===== src/sv/flm_ram.sv =====
// Single-port-write, single-port-read RAM with registered read data.
// Used for the slot table and the waiter store; no package dependency.
`default_nettype none
module flm_ram #(
  parameter int W  = 8,
  parameter int D  = 256,
  parameter int AW = (D > 1) ? $clog2(D) : 1
) (
  input  wire logic          clk,
  input  wire logic          we,
  input  wire logic [AW-1:0] waddr,
  input  wire logic [W-1:0]  wdata,
  input  wire logic [AW-1:0] raddr,
  output logic      [W-1:0]  rdata
);
  logic [W-1:0] mem [D];

  always_ff @(posedge clk) begin
    if (we) begin
      mem[waddr] <= wdata;
    end
    rdata <= mem[raddr];
  end
endmodule
`default_nettype wire


===== config.mk =====
export PLATFORM = sky130hd
export DESIGN_NAME = flm_ram
export DESIGN_NICKNAME = d
export VERILOG_FILES = /design/src/sv/flm_ram.sv
export SDC_FILE = /design/constraint.sdc
export NUM_CORES = 2
export LEC_CHECK = 0
export BUFFER_PORTS_ARGS = -buffer_cell sky130_fd_sc_hd__buf_2
export CORE_ASPECT_RATIO = 2
export CORE_MARGIN = 10
export CORE_UTILIZATION = 50
export CTS_CLUSTER_DIAMETER = 60
export CTS_CLUSTER_SIZE = 40
export DETAILED_ROUTE_END_ITERATION = 10
export PLACE_DENSITY = 0.65
export SKIP_CTS_REPAIR_TIMING = 1
export SYNTH_ARGS = -nofsm -noshare
export SYNTH_HDL_FRONTEND = slang
export SYNTH_SLANG_ARGS = --single-unit

===== constraint.sdc =====
create_clock -name clk -period 3.05 [get_ports clk]
set_input_delay 0.4575 -clock clk [delete_from_list [all_inputs] [get_ports clk]]
set_output_delay 0.4575 -clock clk [all_outputs]
set_load 0.05 [all_outputs]

==> flow_summary.rst <==
.. list-table::
   :header-rows: 1

   * - Metric
     - Value
   * - WP data required
     - 3.62 ns
   * - Area of the die
     - 176000 um^2
   * - Overall via count from detail_route
     - 39400
   * - Share of final-layout standard cells stronger than drive strength 1
     - 28.3%
   * - Post-route minimum period
     - 2.88 ns
   * - Starting density of the core
     - 50.2%
   * - Final hold violation count
     - 0
   * - Kind of end point of the critical path
     - register
   * - Vias per inst
     - 6.24
   * - Area added between synthesis and finish
     - 12.0%
   * - Placed cell count
     - 6163
   * - CTS tree
     - built
   * - Setup repair after global routing missed its margin
     - false
   * - Slew at the pin closest to its max-slew limit
     - 1.04 ns
   * - Clk slew on worst S/H paths
     - 0.11 ns
   * - Mapped Cells
     - 3733
   * - Number of nets in the final layout
     - 4185
   * - Max cap viols
     - 0
   * - Avg Cell Area, Syn
     - 21.3 um^2
   * - DRC violation count after routing
     - 0
   * - Total routed wirelength
     - 194000 um
   * - Number of DRC markers in iteration 0
     - 4680
   * - Vertical die dimension
     - 584 um
   * - Yosys cell types
     - 55
   * - Maximum clock skew at final layout
     - 0.0314 ns
   * - Total clock sinks
     - 2056
   * - Global-route wire length before repair
     - 282000 um
   * - Antenna violations before repair
     - 12
   * - CTS root buffer
     - sky130_fd_sc_hd__clkbuf_16
   * - Reported leakage power
     - 0.0280 uW
   * - Placer's final routability congestion estimate
     - 0.853
   * - Flops & latches, synth
     - 2056
   * - Average wire per standard cell
     - 30.6 um
   * - Horizontal die dimension
     - 302 um
   * - Total global-route track usage
     - 22.0%
   * - Number of rows in the core area
     - 207
   * - Half-perimeter wire length of the detailed placement result
     - 126000 um
   * - Fin crit share
     - 94.3%
   * - TritonRoute pass-1 iters
     - 6
   * - Number of buffers inserted during clock tree synthesis
     - 84
   * - Depth of the CTS H-tree
     - 3
   * - Number of enable-type register cells in the synthesized netlist
     - 2048
   * - Number of nets produced by synthesis
     - 3759
   * - Nature of the critical path startpoint
     - input port
   * - Register-to-Register Setup Slack
     - 0.31 ns
   * - PnR Total Power
     - 49900 uW
   * - Maximum vdd drop
     - 561 uV
   * - Maximum number of pins on one net before global-route repair
     - 112
   * - Max-Slew Margin vs Limit
     - 30.3%
   * - Max Freq
     - 0.348 GHz
   * - Non-filler cells in the finished layout
     - 6320
   * - Ys async rst share
     - 0%
   * - CP Data Arrival Time
     - 3.44 ns
   * - Final Max Slew Viols
     - 0
   * - Critical path type
     - in -> reg
   * - Most used flip-flop cell after synthesis
     - sky130_fd_sc_hd__edfxtp_1
   * - Ports
     - 34
   * - Clock tree buffer depth
     - 3
   * - Sequential-to-total area share from yosys stat
     - 77.5%
   * - Core Footprint
     - 159000 um^2
   * - Total grt overflow
     - 0
   * - Core utilization of the finished layout
     - 56.2%
   * - Post-route antenna net violation count
     - 0
   * - Cell area after technology mapping
     - 79600 um^2
   * - Port Buf Inserts
     - 33
   * - HP Class
     - in -> reg
   * - Yosys warning total
     - 0
   * - Worst-path fanout max
     - 14
   * - Number of global-route vias before repair
     - 39600
   * - Clock insertion delay at the later pin of the skew report
     - 0.74 ns
   * - Status
     - finished, final reports clean
   * - Final number of setup-violating endpoints
     - 0
   * - Total power density per cell area
     - 560 nW/um^2
## cells in the mapped netlist (16+ instances only)
master                     number  share of area (%)
sky130_fd_sc_hd__nor2_1       282                1.3
sky130_fd_sc_hd__a22oi_1      133                1.3
sky130_fd_sc_hd__mux4_2       454                 13
sky130_fd_sc_hd__buf_6         21               0.30
sky130_fd_sc_hd__mux2i_1      134                1.7
sky130_fd_sc_hd__a21oi_1       96               0.60
sky130_fd_sc_hd__nor3_1        22               0.14
sky130_fd_sc_hd__buf_4         27               0.25
sky130_fd_sc_hd__nand2_1       33               0.16
sky130_fd_sc_hd__clkbuf_1     111               0.52
sky130_fd_sc_hd__a211oi_1      16               0.15
sky130_fd_sc_hd__buf_1         22               0.10
sky130_fd_sc_hd__nand3_1       34               0.21
sky130_fd_sc_hd__edfxtp_1    2048                 77
sky130_fd_sc_hd__nor4_1        24               0.19
sky130_fd_sc_hd__nor2b_1       31               0.24
sky130_fd_sc_hd__o22ai_1       28               0.22
sky130_fd_sc_hd__buf_2         31               0.20
sky130_fd_sc_hd__o221ai_1      46               0.51
## final cells by class
class | instances | area (um^2)
Fill cell | 11700 | 69400
Sequential cell | 2056 | 61700
Multi-Input combinational cell | 1442 | 16500
Timing Repair Buffer | 573 | 5040
Tap cell | 2090 | 2620
Clock buffer | 87 | 2130
Clock inverter | 66 | 1130
Antenna cell | 4 | 10.0
Inverter | 2 | 7.51
## sequential cells by signal, indices dropped and copies added (netlist names)
name,count
mem,2048
rdata,8
## worst max-delay path, stage by stage
cell	delay, ns
sky130_fd_sc_hd__buf_8	0.22
sky130_fd_sc_hd__buf_12	0.24
sky130_fd_sc_hd__buf_4	0.15
sky130_fd_sc_hd__buf_4	0.15
sky130_fd_sc_hd__mux4_2	0.54
sky130_fd_sc_hd__mux4_2	0.47
sky130_fd_sc_hd__nor2_1	0.15
sky130_fd_sc_hd__a2111oi_2	0.07
sky130_fd_sc_hd__nor3_1	0.81
sky130_fd_sc_hd__nor4_1	0.14
## layout by cell type (no fill, tap or decap), drive strengths merged, types with 12 or more instances in the layout
| master | count |
|---|---|
| buf | 569 |
| clkinv | 32 |
| a211oi | 16 |
| mux2i | 134 |
| nor2 | 282 |
| a221oi | 14 |
| nor2b | 31 |
| a21oi | 96 |
| nand2 | 33 |
| mux4 | 456 |
| o21ai | 12 |
| nand3 | 34 |
| a22oi | 133 |
| nor3 | 22 |
| edfxtp | 2048 |
| nor4 | 27 |
| clkbuf | 91 |
| inv | 30 |
| o22ai | 28 |
| o221ai | 47 |
## per-layer routing
metal / vias to the layer above / share of wire [%] / routed length (um) / GRT usage [%]
li1: 16400 / - / - / -
met1: 21100 / 40 / 77600 / 31.1
met2: 1634 / 50 / 97300 / 36.4
met3: 247 / 6.9 / 13400 / 2.58
met4: 14 / 2.7 / 5150 / 5.79
met5: - / 0.049 / 95 / 0
## power by group
group,switching (uW),internal (uW)
clock network,9610,5990
logic,1930,1180
registers,53.0,31100
## cell families (layout without fill, tap and decap cells)
group                  Yosys count  count (layout)  share of synthesized area [%]
AOI/OAI and AO/OA              385             385                           3.42
muxes                          591             591                           14.6
and+or+nand+nor                466             466                           2.63
other                            0               4                              0
buffers and inverters          235             728                           1.83
DFF                           2056            2056                           77.5
## final timing paths
kind | start | to | depth (start not counted)
setup / recovery | raddr[0] | rdata[7] | 10
hold / removal | wdata[6] | mem[8][6] | 1
setup reg to reg | mem[68][4] | rdata[4] | 6
hold reg to reg | mem[55][0] | rdata[0] | 7
## through the flow
step	hold slack (ns)	TNS, ns	area (um^2)	worst slack [ns]
finish	0.128	0	89100	0.175
global route	0.0930	0	89100	0.161
CTS	0.0834	0	89100	0.0265
detailed placement	0.875	-2.52	85800	-0.772
global placement	0.857	-2.58	85800	-0.769
floorplan	0.556	0	79600	0.655
Note: power is estimated with default switching activity, not from simulation.
